[src/hdl/afdc_pkg.sv]
// shared types, byte codes and frame-kind codes for the api frame deframer
// no dependencies
package afdc_pkg;

   localparam logic [7:0] ESC_BYTE      = 8'h7D;
   localparam logic [7:0] ESC_XOR       = 8'h20;
   localparam logic [7:0] START_BYTE    = 8'h7E;

   localparam logic [7:0] TYPE_RX       = 8'h90;
   localparam logic [7:0] TYPE_IOSAMPLE = 8'h92;
   localparam logic [7:0] TYPE_ATRESP   = 8'h88;
   localparam logic [7:0] TYPE_TXSTATUS = 8'h8B;

   localparam logic [7:0] SUB_ADDNODE   = 8'h02;
   localparam logic [7:0] SUB_MASK      = 8'h04;
   localparam logic [7:0] SUB_NODEFREQ  = 8'h06;
   localparam logic [7:0] SUB_FREQ      = 8'h08;
   localparam logic [7:0] SUB_IO        = 8'h0A;

   localparam int unsigned IDX_W = 17;

   localparam logic [IDX_W-1:0] IDX_LEN_MSB = 17'd1;
   localparam logic [IDX_W-1:0] IDX_LEN_LSB = 17'd2;
   localparam logic [IDX_W-1:0] IDX_TYPE    = 17'd3;
   localparam logic [IDX_W-1:0] IDX_SUBTYPE = 17'd15;
   localparam logic [IDX_W-1:0] HDR_BYTES   = 17'd3;

   typedef enum logic [3:0] {
      KIND_UNKNOWN     = 4'd0,
      KIND_ADDNODE     = 4'd1,
      KIND_MASK        = 4'd2,
      KIND_NODEFREQ    = 4'd3,
      KIND_FREQ        = 4'd4,
      KIND_IO          = 4'd5,
      KIND_TXSTATUS    = 4'd6,
      KIND_IOSAMPLE    = 4'd7,
      KIND_ATRESP      = 4'd8,
      KIND_BAD_SUBTYPE = 4'd9
   } kind_type;

   typedef enum logic [1:0] {
      PH_IDLE,
      PH_LEN_MSB,
      PH_LEN_LSB,
      PH_BODY
   } phase_type;

   // unescaped byte or abort marker handed from front to back
   typedef struct packed {
      logic       abort;
      logic [7:0] data;
   } token_type;

   function automatic kind_type classify(input logic [7:0] ftype,
                                         input logic [7:0] subtype,
                                         input logic       seen);
      kind_type k;
      k = KIND_UNKNOWN;
      unique case (ftype)
         TYPE_RX: begin
            if (!seen) begin
               k = KIND_BAD_SUBTYPE;
            end else begin
               unique case (subtype)
                  SUB_ADDNODE:  k = KIND_ADDNODE;
                  SUB_MASK:     k = KIND_MASK;
                  SUB_NODEFREQ: k = KIND_NODEFREQ;
                  SUB_FREQ:     k = KIND_FREQ;
                  SUB_IO:       k = KIND_IO;
                  default:      k = KIND_BAD_SUBTYPE;
               endcase
            end
         end
         TYPE_TXSTATUS: k = KIND_TXSTATUS;
         TYPE_IOSAMPLE: k = KIND_IOSAMPLE;
         TYPE_ATRESP:   k = KIND_ATRESP;
         default:       k = KIND_UNKNOWN;
      endcase
      return k;
   endfunction

endpackage

[src/hdl/afdc_front.sv]
// front end: takes raw link bytes, strips escapes, forwards tokens to the queue
// depends on afdc_pkg
module afdc_front
   import afdc_pkg::*;
(
   input  logic       clock,
   input  logic       reset,
   input  logic       req_push,
   input  logic [7:0] req_rx_byte,
   input  logic       req_link_abort,
   output logic       req_full,
   input  logic       q_full,
   output logic       q_push,
   output token_type  q_token
);

   logic accept;
   logic esc_pending_ff;
   logic esc_pending_in;

   assign accept   = req_push & ~q_full;
   assign req_full = q_full;

   always_comb begin
      q_push         = 1'b0;
      q_token.abort  = req_link_abort;
      q_token.data   = req_rx_byte;
      esc_pending_in = esc_pending_ff;
      if (accept) begin
         if (req_link_abort) begin
            q_push         = 1'b1;
            esc_pending_in = 1'b0;
         end else if (esc_pending_ff) begin
            q_token.data   = req_rx_byte ^ ESC_XOR;
            q_push         = 1'b1;
            esc_pending_in = 1'b0;
         end else if (req_rx_byte == ESC_BYTE) begin
            esc_pending_in = 1'b1;
         end else begin
            q_push = 1'b1;
         end
      end
   end

   always_ff @(posedge clock) begin
      if (reset) begin
         esc_pending_ff <= 1'b0;
      end else begin
         esc_pending_ff <= esc_pending_in;
      end
   end

endmodule

[src/hdl/afdc_fifo.sv]
// short register queue of tokens between front and back
// depends on afdc_pkg
module afdc_fifo
   import afdc_pkg::*;
#(
   parameter int unsigned DEPTH = 4
) (
   input  logic      clock,
   input  logic      reset,
   input  logic      push,
   input  token_type push_token,
   output logic      full,
   input  logic      pop,
   output token_type head,
   output logic      empty
);

   localparam int unsigned AW = (DEPTH > 1) ? $clog2(DEPTH) : 1;
   localparam int unsigned CW = $clog2(DEPTH + 1);

   token_type         slot_ff [DEPTH];
   logic [AW-1:0]     wr_ptr_ff, wr_ptr_in;
   logic [AW-1:0]     rd_ptr_ff, rd_ptr_in;
   logic [CW-1:0]     count_ff, count_in;
   logic              do_push, do_pop;

   assign full    = (count_ff == CW'(DEPTH));
   assign empty   = (count_ff == '0);
   assign head    = slot_ff[rd_ptr_ff];
   assign do_push = push & ~full;
   assign do_pop  = pop & ~empty;

   always_comb begin
      wr_ptr_in = wr_ptr_ff;
      rd_ptr_in = rd_ptr_ff;
      count_in  = count_ff;
      if (do_push) begin
         wr_ptr_in = (wr_ptr_ff == AW'(DEPTH - 1)) ? '0 : wr_ptr_ff + 1'b1;
      end
      if (do_pop) begin
         rd_ptr_in = (rd_ptr_ff == AW'(DEPTH - 1)) ? '0 : rd_ptr_ff + 1'b1;
      end
      if (do_push && !do_pop) begin
         count_in = count_ff + 1'b1;
      end else if (do_pop && !do_push) begin
         count_in = count_ff - 1'b1;
      end
   end

   always_ff @(posedge clock) begin
      if (reset) begin
         wr_ptr_ff <= '0;
         rd_ptr_ff <= '0;
         count_ff  <= '0;
      end else begin
         wr_ptr_ff <= wr_ptr_in;
         rd_ptr_ff <= rd_ptr_in;
         count_ff  <= count_in;
      end
   end

   always_ff @(posedge clock) begin
      if (do_push) begin
         slot_ff[wr_ptr_ff] <= push_token;
      end
   end

endmodule

[src/hdl/afdc_back.sv]
// back end: frame parser, byte indexing, classification and result register
// depends on afdc_pkg
module afdc_back
   import afdc_pkg::*;
(
   input  logic             clock,
   input  logic             reset,
   input  logic             q_empty,
   input  token_type        q_token,
   output logic             q_pop,
   output logic             rsp_empty,
   input  logic             rsp_pop,
   output logic [7:0]       rsp_frame_byte,
   output logic [IDX_W-1:0] rsp_byte_index,
   output logic             rsp_last_of_frame,
   output logic [3:0]       rsp_frame_kind
);

   phase_type        phase_ff, phase_in;
   logic [15:0]      body_len_ff, body_len_in;
   logic [IDX_W-1:0] position_ff, position_in;
   logic [7:0]       ftype_ff, ftype_in;
   logic [7:0]       subtype_ff, subtype_in;
   logic             seen_ff, seen_in;

   logic             rsp_valid_ff, rsp_valid_in;
   logic [7:0]       rsp_byte_ff;
   logic [IDX_W-1:0] rsp_idx_ff;
   logic             rsp_last_ff;
   kind_type         rsp_kind_ff;

   logic             advance;
   logic             emit;
   logic [IDX_W-1:0] idx;
   logic             last;
   kind_type         kind;
   logic             at_type, at_subtype;
   logic [7:0]       eff_type, eff_subtype;
   logic             eff_seen;

   // a token is queued and the result slot is free or being drained this cycle
   assign advance = ~q_empty & (~rsp_valid_ff | rsp_pop);
   assign q_pop   = advance;

   // type/subtype written on this very byte must count for the classification
   assign at_type     = (position_ff == IDX_TYPE);
   assign at_subtype  = (position_ff == IDX_SUBTYPE);
   assign eff_type    = at_type ? q_token.data : ftype_ff;
   assign eff_subtype = at_subtype ? q_token.data : subtype_ff;
   assign eff_seen    = at_subtype | seen_ff;

   // outputs of the parser
   always_comb begin
      emit = 1'b0;
      idx  = '0;
      last = 1'b0;
      kind = KIND_UNKNOWN;
      if (advance && !q_token.abort) begin
         unique case (phase_ff)
            PH_IDLE: begin
               emit = (q_token.data == START_BYTE);
            end
            PH_LEN_MSB: begin
               emit = 1'b1;
               idx  = IDX_LEN_MSB;
            end
            PH_LEN_LSB: begin
               emit = 1'b1;
               idx  = IDX_LEN_LSB;
            end
            PH_BODY: begin
               emit = 1'b1;
               idx  = position_ff;
               last = (position_ff >= ({1'b0, body_len_ff} + HDR_BYTES));
               if (last) begin
                  kind = classify(eff_type, eff_subtype, eff_seen);
               end
            end
            default: begin
               emit = 1'b0;
            end
         endcase
      end
   end

   // next state of the parser
   always_comb begin
      phase_in    = phase_ff;
      body_len_in = body_len_ff;
      position_in = position_ff;
      ftype_in    = ftype_ff;
      subtype_in  = subtype_ff;
      seen_in     = seen_ff;
      if (advance) begin
         if (q_token.abort) begin
            phase_in = PH_IDLE;
         end else begin
            unique case (phase_ff)
               PH_IDLE: begin
                  if (q_token.data == START_BYTE) begin
                     phase_in    = PH_LEN_MSB;
                     position_in = IDX_LEN_MSB;
                     ftype_in    = '0;
                     subtype_in  = '0;
                     seen_in     = 1'b0;
                  end
               end
               PH_LEN_MSB: begin
                  phase_in    = PH_LEN_LSB;
                  body_len_in = {q_token.data, 8'h00};
                  position_in = IDX_LEN_LSB;
               end
               PH_LEN_LSB: begin
                  phase_in    = PH_BODY;
                  body_len_in = {body_len_ff[15:8], q_token.data};
                  position_in = HDR_BYTES;
               end
               PH_BODY: begin
                  ftype_in    = eff_type;
                  subtype_in  = eff_subtype;
                  seen_in     = eff_seen;
                  position_in = position_ff + 1'b1;
                  if (last) begin
                     phase_in = PH_IDLE;
                  end
               end
               default: begin
                  phase_in = PH_IDLE;
               end
            endcase
         end
      end
   end

   always_comb begin
      rsp_valid_in = rsp_valid_ff;
      if (advance) begin
         rsp_valid_in = emit;
      end else if (rsp_pop) begin
         rsp_valid_in = 1'b0;
      end
   end

   always_ff @(posedge clock) begin
      if (reset) begin
         phase_ff     <= PH_IDLE;
         body_len_ff  <= '0;
         position_ff  <= '0;
         ftype_ff     <= '0;
         subtype_ff   <= '0;
         seen_ff      <= 1'b0;
         rsp_valid_ff <= 1'b0;
      end else begin
         phase_ff     <= phase_in;
         body_len_ff  <= body_len_in;
         position_ff  <= position_in;
         ftype_ff     <= ftype_in;
         subtype_ff   <= subtype_in;
         seen_ff      <= seen_in;
         rsp_valid_ff <= rsp_valid_in;
      end
   end

   always_ff @(posedge clock) begin
      if (advance && emit) begin
         rsp_byte_ff <= q_token.data;
         rsp_idx_ff  <= idx;
         rsp_last_ff <= last;
         rsp_kind_ff <= kind;
      end
   end

   assign rsp_empty         = ~rsp_valid_ff;
   assign rsp_frame_byte    = rsp_byte_ff;
   assign rsp_byte_index    = rsp_idx_ff;
   assign rsp_last_of_frame = rsp_last_ff;
   assign rsp_frame_kind    = rsp_kind_ff;

endmodule

[src/hdl/api_frame_deframer_classifier.sv]
// top level of the escaped api frame receiver and classifier
// depends on afdc_pkg, afdc_front, afdc_fifo, afdc_back
//
//   channel   handshake          payload
//   request   req_push/req_full  req_rx_byte[7:0], req_link_abort
//   result    rsp_pop/rsp_empty  rsp_frame_byte[7:0], rsp_byte_index[16:0],
//                                rsp_last_of_frame, rsp_frame_kind[3:0]
//
// one raw byte per cycle is taken; the front strips escapes in the cycle of acceptance
// and the back parses one queued byte per cycle into a single result register
// a result passes from the token queue into the result register before it is on the outputs
// a stalled result holds the back; the token queue (QUEUE_DEPTH) then fills and raises req_full
// reset (synchronous) empties the queue and returns the parser to hunting for a start byte
module api_frame_deframer_classifier
   import afdc_pkg::*;
#(
   parameter int unsigned QUEUE_DEPTH = 4
) (
   input  logic        clock,
   input  logic        reset,
   input  logic        req_push,
   output logic        req_full,
   input  logic [7:0]  req_rx_byte,
   input  logic        req_link_abort,
   output logic        rsp_empty,
   input  logic        rsp_pop,
   output logic [7:0]  rsp_frame_byte,
   output logic [16:0] rsp_byte_index,
   output logic        rsp_last_of_frame,
   output logic [3:0]  rsp_frame_kind
);

   logic      q_push, q_full, q_pop, q_empty;
   token_type q_in_token, q_head;

   afdc_front u_front (
      .clock          (clock),
      .reset          (reset),
      .req_push       (req_push),
      .req_rx_byte    (req_rx_byte),
      .req_link_abort (req_link_abort),
      .req_full       (req_full),
      .q_full         (q_full),
      .q_push         (q_push),
      .q_token        (q_in_token)
   );

   afdc_fifo #(
      .DEPTH (QUEUE_DEPTH)
   ) u_fifo (
      .clock      (clock),
      .reset      (reset),
      .push       (q_push),
      .push_token (q_in_token),
      .full       (q_full),
      .pop        (q_pop),
      .head       (q_head),
      .empty      (q_empty)
   );

   afdc_back u_back (
      .clock             (clock),
      .reset             (reset),
      .q_empty           (q_empty),
      .q_token           (q_head),
      .q_pop             (q_pop),
      .rsp_empty         (rsp_empty),
      .rsp_pop           (rsp_pop),
      .rsp_frame_byte    (rsp_frame_byte),
      .rsp_byte_index    (rsp_byte_index),
      .rsp_last_of_frame (rsp_last_of_frame),
      .rsp_frame_kind    (rsp_frame_kind)
   );

endmodule
[config.mk]
export PLATFORM = sky130hd
export DESIGN_NAME = api_frame_deframer_classifier
export DESIGN_NICKNAME = d
export VERILOG_FILES = /design/src/hdl/afdc_pkg.sv /design/src/hdl/afdc_front.sv /design/src/hdl/afdc_fifo.sv /design/src/hdl/afdc_back.sv /design/src/hdl/api_frame_deframer_classifier.sv
export SDC_FILE = /design/constraint.sdc
export NUM_CORES = 1
export LEC_CHECK = 0
export BUFFER_PORTS_ARGS = -buffer_cell sky130_fd_sc_hd__buf_2
export CAP_MARGIN = 20
export CORE_MARGIN = 3
export CORE_UTILIZATION = 30
export DETAILED_ROUTE_END_ITERATION = 16
export GPL_TIMING_DRIVEN = 0
export PLACE_DENSITY = 0.5
export SLEW_MARGIN = 20
export SYNTH_ARGS = -nofsm -noshare
export SYNTH_HDL_FRONTEND = slang
export SYNTH_HIERARCHICAL = 1
export SYNTH_SLANG_ARGS = --single-unit
[constraint.sdc]
create_clock -name clock -period 2.95 [get_ports clock]
set_input_delay 0.295 -clock clock [delete_from_list [all_inputs] [get_ports clock]]
set_output_delay 0.295 -clock clock [all_outputs]
set_load 0.1 [all_outputs]
======== Word-level counts from Yosys, hierarchy flattened ========
Memories as Yosys holds them, arrays and structs flattened. A register that Yosys moved wholly into a read port is not among the register bits.
Cells that the tools add are included.
word-level totals
  bits of input ports ..................... 13
  RAM bits ................................ 36
  word-level logic and storage cells ...... 120
  flip-flop bits (word level) ............. 91
  bits in read-only memories .............. 0
  output and inout port bits .............. 32
  latch bits .............................. 0
  memories ................................ 1
memories
  memory          words  bits a word  read ports  clocked after Yosys merged registers in  wr ports  line             source
  u_fifo.slot_ff  4      9            1           1                                        1         afdc_fifo.sv:21  token_type slot_ff [DEPTH];
cells by class
  $add $sub $neg .......................... 6
  multiply operators ...................... 0
  bitwise operators ....................... 12
  multiplexer cells ....................... 42
  div/mod/pow operators ................... 0
  shift operators ......................... 0
  reductions and logical operators ........ 20
  order comparisons ....................... 1
  equal/unequal tests ..................... 22
operator list
  operator                                        number
  case mux 17 bit (4 select lines)                1
  case mux 17 bit (3 select lines)                1
  == test 8 bit, second input constant            4
  case mux 16 bit (2 select lines)                1
  case mux 8 bit (2 select lines)                 2
  2-to-1 mux 8 bit                                3
  case mux 4 bit (5 select lines)                 1
  2-to-1 mux 6 bit                                3
  adder 16 x 2 -> 17 bit, second input constant   1
  adder 17 x 1 -> 17 bit, second input constant   1
  == test 17 x 2 -> 1 bit, second input constant  1
  == test 17 x 4 -> 1 bit, second input constant  1
  greater-or-equal comparator 17 bit              1
  2-to-1 mux 17 bit                               1
  == test 8 x 3 -> 1 bit, second input constant   2
  == test 8 x 4 -> 1 bit, second input constant   2
  == test 8 x 7 -> 1 bit, second input constant   2
  case mux 4 bit (4 select lines)                 1
  2-to-1 mux 1 bit                                15
  2-to-1 mux 2 bit                                7
  AND reduction 3 bit                             4
  == test 2 bit, second input constant            4
  == test 8 x 2 -> 1 bit, second input constant   1
  case mux 2 bit (4 select lines)                 1
  20 further kinds                                42

======== Longest topological paths before layout ========
Gate-level depths: netlist of run 1.
  depth in word-level cells ............... 10
  gate-level depth with buffers ........... 13
  mapped depth without buffers ............ 12

======== By module ========
The synthesis of run 1 kept the hierarchy.
modules (own cells, without submodules)
  module      times used  seq. area each (µm²)  area each (µm²)  cells each
  afdc_back   1           1961.9                4643.2           506
  afdc_fifo   1           1261.2                1811.7           97
  afdc_front  1           20.0                  165.2            21

======== Least setup slack after synthesis of run 1 ========
OpenSTA, ideal clock, no wires.
  path type ............................... reg2reg
  start ................................... reg with a tool-made name
  end ..................................... reg u_back.position_ff[10]
  arrival time ............................ 3.134 ns
  data required time ...................... 2.830 ns
  cell stages (with the launch flop) ...... 11
  buffers on the path ..................... 3
  path slack .............................. -0.303 ns
  clock period less this slack ............ 3.253 ns
  library setup time ...................... 0.120 ns
  path through ............................ dfxtp_1 > buf_2 > mux4_2 > buf_6 > nand3b_4 > o41ai_2 > nand2_1 > inv_1 > a21o_1 > buf_2 > nor2_1
RTL lines
  element               line              source
  to (signal assigned)  afdc_back.sv:156  position_ff <= position_in;
  to (decl)             afdc_back.sv:21   logic [IDX_W-1:0] position_ff, position_in;

======== Final worst setup path of run 1 ========
  start ................................... reg u_back.body_len_ff[2]
  end ..................................... reg u_back.rsp_kind_ff[3] (netlist: u_back/rsp_frame_kind[3]) (data pin)
between the ends
  word-level cells in the longest chain between the ends .. 3
ends and longest elaborated chain
  element                             line              source
  from (decl)                         afdc_back.sv:20   logic [15:0] body_len_ff, body_len_in;
  from (signal assigned)              afdc_back.sv:155  body_len_ff <= body_len_in;
  adder 16 x 2 -> 17 bit              afdc_back.sv:74   last = (position_ff >= ({1'b0, body_len_ff} + HDR_BYTES));
  greater-or-equal comparator 17 bit  afdc_back.sv:74
  AND reduction 3 bit (no line)       n/a
  to (signal assigned)                afdc_back.sv:169  rsp_kind_ff <= kind;
  to (decl)                           afdc_back.sv:30   kind_type rsp_kind_ff;
No other way between the ends.
A chain may end at the register's enable or synchronous reset.

==> flow_summary.toml, run 1 <==
[critical_path]
rr_endpoint = "u_back/rsp_frame_kind[3]"
cp.required_ps = 3230
r2r_cells = 12
r2r-start = "u_back/body_len_ff[2]"
critPathMaxFanout = 6
arrival_ps = 3310
path_class = "flop to flop"
end_kind = "flop"
cp-start-kind = "flop"
rrSetupSlack_ps = -80

[detailed_routing]
viasPerCell = 5.15
via_count = 5070
dr.pass1.iters = 6
wl_microns = 17100
drt_iter0_markers = 297
drc_errors = 0
drtAntennaViolNets = 0
avgRoutedWirePerCell_microns = 17.4

[sta]
timing.final.crit_share = 1.03
fmax_mhz = 330
rsz0062_at_grt = "yes"
tightest_slew_ps = 722
finalClockSkew_ps = 11.3
finalHoldViolCount = 0
drv_slew = 0
finalCriticalPeriod_ps = 3030
setup_viol = 4
slew_headroom = 0.515
worst_slack_ps = -83.7

[global_routing]
track_usage = 0.145
overflow = 0
antenna_found_initial = 0
grt_max_degree = 18
grt_pass1_wl_microns = 27400
grt_pass1_vias = 5030

[run]
drv_cap = 0

[layout]
drive_gt1_frac = 0.238
fin_nets = 741
final_util = 0.374
n_antenna_cell = 0
final_cells = 985
areaGrowthSynthToFinish_pct = 20.8

[worst_hold_path]
worstHoldPathCells = 2
hp-class = "input port to flop"
min_to = "u_fifo/slot_ff[0][0]"
hold_path_startpoint = "req_rx_byte[0]"

[cts]
clockRootBuffer = "clkbuf_16"
cts-htree-levels = 4
numCtsBuffers = 17
cts_buffer_depth = 2
clkTransAtPathRegs_ps = 60
tritoncts = "built"
clk_latency_ps = 420
cts_sinks = 129

[yosys]
synth-async-reset-ratio = 0
synthCells = 624
avgSynthCellArea_sq_um = 10.6
ys_types = 70
synth_warnings = 6
synth-seq-cells = 129
yosysSeqAreaShare = 0.490
synth_edf_count = 66
synth_area_sq_mm = 0.00662
synth_ff_type = "edfxtp_1"
synth_nets = 668

[outcome]
violations = "negative setup slack"
status = "complete, but fails checks"

[placement]
io_buffers = 44
gp_congestion = 0.893
dp.cells = 943
dp.final_hpwl_microns = 11900

[power]
finalPower_w = 0.00529
power.leakage_nw = 2.94
ir_drop_uv = 354
powerDensity_mw_per_mm2 = 662

[floorplanning]
rows = 53
dieArea_sq_mm = 0.0239
initial_core_util = 0.310
ios = 45
coreArea_sq_mm = 0.0214
fp.dieH_microns = 155
die_w_microns = 155
registers in the layout, summed over array words and instances, names as in the netlist, named ones only:
name / count
u_fifo/slot_ff: 36
u_back/position_ff: 17
u_back/rsp_byte_index: 17
u_back/body_len_ff: 16
u_back/ftype_ff: 8
u_back/rsp_frame_byte: 8
u_back/subtype_ff: 8
u_back/rsp_frame_kind: 4
u_fifo/count_ff: 3
u_back/phase_ff: 2
u_fifo/rd_ptr_ff: 2
u_fifo/wr_ptr_ff: 2
u_back/rsp_last_of_frame: 1
u_back/rsp_valid_ff: 1
u_back/seen_ff: 1
u_front/esc_pending_ff: 1
worst max-delay path: stages (launching register included):
cell,delay [ps]
dfxtp_4,370
nand4_1,220
nor2_2,190
and4_4,240
nand4_1,110
xor2_1,160
ha_1,320
nand4_1,210
nor3_2,260
o31ai_2,160
a311oi_2,310
buf_4,190
o31a_1,150
cell usage after synthesis (14+ instances only):
cell / n / area (sq um)
a21oi_1: 51 / 255
and3_1: 22 / 138
clkbuf_1: 21 / 78.8
dfxtp_1: 63 / 1260
edfxtp_1: 66 / 1980
ha_1: 30 / 375
inv_1: 16 / 60.1
nand2_1: 66 / 248
nand3_1: 28 / 140
nand4_1: 19 / 119
nor2_1: 27 / 101
o21ai_0: 25 / 125
xnor2_1: 15 / 131
xor2_1: 14 / 123
repair_timing:
item / CTS / global route
setup endpoints to repair: 74 / 62
gates cloned: 1 / 0
hold buffers: 0 / 0
gates resized for setup: 15 / 18
pin swaps: 7 / 13
setup buffers: 8 / 3
final cells by class:
type	count	area [sq um]
Multi-Input combinational cell	435	3170
Sequential cell	129	3260
Fill cell	2127	13400
Tap cell	275	344
Buffer	40	223
Timing Repair Buffer	55	303
Timing Repair inverter	1	7.51
Clock buffer	17	425
Inverter	18	97.6
Clock inverter	15	171
cells by family (layout without fill, tap and decap cells):
group,count (synthesis),count (layout),synth area share
compound gates,104,104,0.0960
xor+xnor,29,29,0.0384
fa+ha+maj,31,31,0.0597
buf+inv,60,146,0.0480
flops,129,129,0.490
mux,16,16,0.0418
simple gates,255,255,0.226
layout by cell type (no fill, tap or decap), drive strengths merged, types with 9 or more instances in the layout:
cell type / count
a21oi: 52
and3: 22
buf: 74
clkbuf: 38
dfxtp: 63
edfxtp: 66
ha: 30
inv: 23
mux4: 9
nand2: 66
nand3: 28
nand3b: 13
nand4: 19
nor2: 32
nor3: 13
nor4: 21
o21ai: 26
xnor2: 15
xor2: 14
stage by stage:
stage,worst slack [ps],hold slack (ps),instance area [sq um],TNS (ps)
6_report,-83.7,175,7990,-308
5_1_grt,-279,164,7990,-1410
4_1_cts,-4.69,156,7910,-6.60
3_5_place_dp,-730,449,7190,-24120
3_3_place_gp,-747,444,7190,-24780
2_1_floorplan,55.0,364,6630,0
report_power, final:
group          switching [W]  internal, W
combinational       0.000714     0.000368
clock               0.000875      0.00127
sequential         0.0000618      0.00200
how the worst max path moves through the flow:
stage                                from  slack, ps                  endpoint  cells past startpoint
floorplan                            flop         60    u_back/position_ff[10]                     10
global placement                     flop       -750    u_back/position_ff[10]                     10
detailed placement                   flop       -730     u_back/position_ff[8]                     10
CTS                                  flop         -5  u_back/rsp_frame_kind[2]                      8
global route        u_back/body_len_ff[2]       -280  u_back/rsp_frame_kind[0]                     12
finish              u_back/body_len_ff[2]        -80  u_back/rsp_frame_kind[3]                     12
metal layers:
metal,track usage,share of wire,vias to the layer above
met3,0.0339,0.047,18
met2,0.244,0.50,150
met4,0.0475,0.014,0
met5,0,0,-
met1,0.185,0.44,2452
li1,-,-,2450
Power figures use the tool's default switching activity.
==> run 2: changes to the inputs <==
Settings changed: BUFFER_PORTS_ARGS -buffer_cell sky130_fd_sc_hd__buf_2 to unset, CORE_ASPECT_RATIO set to 0.75, DONT_BUFFER_PORTS set to 1, PLACE_DENSITY 0.5 to 0.48.
==> run 2 against run 1 <==
Effect of this change:
- the flow still finishes with violations (negative setup slack)
- sequential share of layout area rose by 0.88 points
- highest routed layer unchanged
- register-to-register slack improved by 30 ps
- cell count fell by 2.5%
- critical endpoint unchanged
- first-iteration DRC count rose by 31%
- cell area fell by 2.1%
- critical path depth did not move
- non-clock buffer count fell by 38
- die area barely moved
- core utilization fell by 0.89 points
- largest power group is now sequential cells
- fmax rose by 1.1%
==> flow_summary.toml, run 2 (synthesized netlist as in run 1, its figures left out) <==
[detailed_routing]
drc_errors = 0
drtAntennaViolNets = 0
avgRoutedWirePerCell_microns = 17.8
via_count = 4947
dr.pass1.iters = 6
viasPerCell = 5.15
drt_iter0_markers = 388
wl_microns = 17100

[cts]
cts-htree-levels = 4
numCtsBuffers = 17
tritoncts = "built"
clockRootBuffer = "clkbuf_16"
cts_buffer_depth = 2
clk_latency_ps = 420
cts_sinks = 129
clkTransAtPathRegs_ps = 60

[sta]
finalClockSkew_ps = 12.2
worst_slack_ps = -49.9
finalHoldWorstSlack_ps = 77.9
rsz0062_at_grt = "yes"
tightest_slew_ps = 916
drv_slew = 0
slew_headroom = 0.390
finalSetupTns_ps = -198
setup_viol = 5
finalCriticalPeriod_ps = 3000
timing.final.crit_share = 1.02
fmax_mhz = 333
finalHoldViolCount = 0

[layout]
largest-register = "u_fifo/slot_ff"
areaGrowthSynthToFinish_pct = 18.2
final_util = 0.365
largest_register_ffs = 36
n_antenna_cell = 0
fin_nets = 703
mostFrequentLayoutCell = "edfxtp_1"
drive_gt1_frac = 0.193
fillerInstances = 2132
mostFrequentLayoutCells = "66 x edfxtp_1, 65 x nand2_1, 56 x dfxtp_1"

[outcome]
violations = "negative setup slack"
status = "complete, but fails checks"

[placement]
dp.final_hpwl_microns = 12400
io_buffers = 0
gp_congestion = 0.855

[floorplanning]
ios = 45
fp.dieH_microns = 135
coreArea_sq_mm = 0.0214
die_w_microns = 178
initial_core_util = 0.309
rows = 46
dieArea_sq_mm = 0.0239

[power]
ir_drop_uv = 309
power.leakage_nw = 2.75
powerDensity_mw_per_mm2 = 660

[run]
drv_cap = 0

[critical_path]
arrival_ps = 3270
path_class = "flop to flop"
cp-start-kind = "flop"
end_kind = "flop"
cp.required_ps = 3220
critPathMaxFanout = 5

[global_routing]
grt_max_degree = 18
overflow = 0
grt_pass1_wl_microns = 27400
track_usage = 0.148
grt_pass1_vias = 4847
antenna_found_initial = 0

[worst_hold_path]
hp-class = "input port to flop"
-- run 2: area by class of cell --
type / instances / area, sq um / area share
inverter: 18 / 97.6 / 0.0125
buffer: 40 / 228 / 0.0291
multi-input combinational: 435 / 3190 / 0.407
timing repair buffer: 17 / 130 / 0.0166
timing repair inverter: 1 / 7.51 / 0.000959
tap: 288 / 360 / 0.0461
clock inverter: 10 / 113 / 0.0144
sequential: 129 / 3260 / 0.416
clock buffer: 22 / 444 / 0.0568
-- run 2: repair_timing --
item	in CTS	in global routing
hold endpoints to repair	1	0
setup buffers	6	10
hold buffers	1	0
cloned	1	0
pin swaps	6	13
resized for setup	19	23
endpoints found under the setup margin	82	78
-- run 2: critical path: stages, from the launching register on --
cell	delay, ps
dfxtp_4	370
nand4_1	230
nor2_2	200
and4_4	240
nand4_1	120
xor2_1	170
ha_1	320
nand4_1	190
nor3_2	290
o31ai_4	150
a311oi_2	250
buf_4	190
o31a_1	140
-- run 2: worst paths after layout --
path	from	endpoint	slack, ps	cells past startpoint
setup / recovery	u_back/body_len_ff[2]	u_back/rsp_frame_kind[3]	-50	12
hold / removal	req_rx_byte[2]	u_fifo/slot_ff[2][2]	80	1
hold reg to reg	u_back/body_len_ff[1]	u_back/body_len_ff[1]	450	2
setup reg to reg	u_back/body_len_ff[2]	u_back/rsp_frame_kind[3]	-50	12
-- run 2: routing by layer --
layer | GRT usage | vias up | routed length [microns]
met1 | 0.219 | 2435 | 8560
met4 | 0.0388 | 0 | 160
met2 | 0.217 | 134 | 7490
li1 | - | 2370 | -
met5 | 0 | - | 0
met3 | 0.0354 | 8 | 837
-- run 2: power by group --
part	leakage, nW	switching (W)	total [W]	internal (W)
clock	0.268	0.000752	0.00199	0.00124
sequential	1.16	0.0000697	0.00207	0.00200
combinational	1.32	0.000727	0.00110	0.000374
-- run 2: stage by stage --
stage | power, W | cell area [sq um] | setup WS (ps) | instances
6_report | 0.00516 | 7830 | -49.9 | 960
5_1_grt | 0.00541 | 7830 | -294 | 960
4_1_cts | 0.00520 | 7680 | -47.1 | 950
3_5_place_dp | 0.00318 | 6990 | -772 | 912
3_3_place_gp | 0.00315 | 6990 | -726 | 912
2_1_floorplan | 0.00285 | 6630 | 55.0 | 624
==> run 3: changes to the inputs <==
Settings changed: CORE_MARGIN 3 to 4, PLACE_DENSITY 0.48 to 0.47.
Clock period 2.95 ns to 2.8 ns, I/O delays scaled along.
==> run 3 against run 2 <==
Effect of this change:
- the run still ends with negative setup slack left
- core utilization grew 0.34 points
- setup slack lost 140 ps
- largest power group is now the clock network
- clock skew fell by 1.6 ps
- fmax up 0.44%
- critical endpoint is now u_back/rsp_frame_kind[0]
- highest routed layer unchanged
==> flow_summary.toml, run 3 (synthesized netlist as in run 1, its figures left out) <==
[floorplanning]
rows = 46
coreArea_sq_mm = 0.0214
dieArea_sq_mm = 0.0245
fp.dieH_microns = 137
ios = 45
die_w_microns = 180
initial_core_util = 0.309

[cts]
cts_buffer_depth = 2
tritoncts = "built"
numCtsBuffers = 17
clockRootBuffer = "clkbuf_16"
cts-htree-levels = 4
cts_sinks = 129
clkTransAtPathRegs_ps = 60
clk_latency_ps = 420

[sta]
tightest_slew_ps = 910
finalHoldWorstSlack_ps = 60.5
setup_viol = 7
finalSetupTns_ps = -987
timing.final.crit_share = 1.07
worst_slack_ps = -187
fmax_mhz = 335
finalHoldViolCount = 0
drv_slew = 0
slew_headroom = 0.395
finalCriticalPeriod_ps = 2990
finalClockSkew_ps = 10.6
rsz0062_at_grt = "yes"

[global_routing]
overflow = 0
grt_pass1_vias = 4812
grt_max_degree = 18
track_usage = 0.140
grt_pass1_wl_microns = 26900
antenna_found_initial = 0

[detailed_routing]
drt-met1-wl_microns = 8640
top_layer_used = "met4"
wl_microns = 17000
dr.pass1.iters = 5
viasPerCell = 5.19
wl_met3_microns = 792
drc_errors = 0
drt_iter0_markers = 386
dr_wl_met2_microns = 7510
drtAntennaViolNets = 0
avgRoutedWirePerCell_microns = 17.8
via_count = 4972

[layout]
fillerInstances = 2102
mostFrequentLayoutCell = "edfxtp_1"
mostFrequentLayoutCells = "66 x edfxtp_1, 65 x nand2_1, 55 x dfxtp_1"
drive_gt1_frac = 0.203
fin_nets = 701
largest-register = "u_fifo/slot_ff"
fin_area_sq_mm = 0.00790
n_antenna_cell = 0
areaGrowthSynthToFinish_pct = 19.3
largest_register_ffs = 36

[critical_path]
cp.required_ps = 3080
arrival_ps = 3270
cp-start-kind = "flop"
path_class = "flop to flop"
end_kind = "flop"
critPathMaxFanout = 6
r2r_cells = 12

[power]
ir_drop_uv = 431
seq_power_share = 0.390
power.leakage_nw = 2.77
p_switching_w = 0.00176
p_comb_frac = 0.209
clkPwrFrac = 0.402
p_sw_frac = 0.313
internal-power_w = 0.00386
powerDensity_mw_per_mm2 = 712

[placement]
place_area_sq_mm = 0.00702
dp.final_hpwl_microns = 12100
gp_congestion = 0.874
io_buffers = 0
place_ws_ps = -681

[outcome]
violations = "negative setup slack"
status = "complete, but fails checks"

[run]
drv_cap = 0

[worst_hold_path]
hp-class = "input port to flop"
worstHoldPathCells = 1
[run 3: routing by layer]
metal | track usage | vias to the layer above
met2 | 0.209 | 141
met5 | 0 | -
met4 | 0.0381 | 0
met3 | 0.0340 | 8
li1 | - | 2379
met1 | 0.204 | 2444
[run 3: stage by stage]
step | util | std cells | total power (W)
global placement | 0.328 | 912 | 0.00334
finish | 0.369 | 958 | 0.00562
detailed placement | 0.328 | 912 | 0.00336
floorplan | - | 624 | 0.00302
global route | 0.369 | 958 | 0.00587
CTS | 0.361 | 949 | 0.00564
[run 3: repair_timing]
item	in CTS	in global routing
setup endpoints to repair	94	52
hold buffers	1	0
gates resized for setup	18	26
setup buffers	5	9
pin swaps	8	14
cloned	1	0
hold endpoints to repair	1	0
[run 3: area by class of cell]
cell class,instances,area [sq um],area share
sequential,129,3260,0.413
clock buffer,17,425,0.0539
clock inverter,15,173,0.0219
timing repair inverter,1,7.51,0.000951
multi-input combinational,435,3200,0.406
inverter,18,97.6,0.0124
timing repair buffer,15,128,0.0162
tap,288,360,0.0456
buffer,40,240,0.0304
[run 3: power groups by stage]
stage | combinational (W) | clock, W | sequential (W)
2_1_floorplan | 0.000827 | 0 | 0.00219
3_3_place_gp | 0.00113 | 0 | 0.00220
3_5_place_dp | 0.00115 | 0 | 0.00221
4_1_cts | 0.00115 | 0.00231 | 0.00218
5_1_grt | 0.00127 | 0.00239 | 0.00220
6_report | 0.00117 | 0.00226 | 0.00219
[run 3: worst max-delay path, cell delays in order (launching register included)]
cell and delay [ps]:
dfxtp_4 370, nand4_1 230, nor2_2 200, and4_4 240, nand4_1 120, xor2_1 170
ha_1 320, nand4_1 200, nor3_2 250, o31ai_2 150, a311oi_2 280, buf_4 180
o31a_1 140
[run 3: worst paths after layout]
kind                              endpoint  slack (ps)                   from
setup reg to reg  u_back/rsp_frame_kind[0]        -190  u_back/body_len_ff[2]
setup / recovery  u_back/rsp_frame_kind[0]        -190  u_back/body_len_ff[2]
hold / removal        u_fifo/slot_ff[0][4]          60         req_rx_byte[4]
hold reg to reg      u_back/body_len_ff[1]         470  u_back/body_len_ff[1]
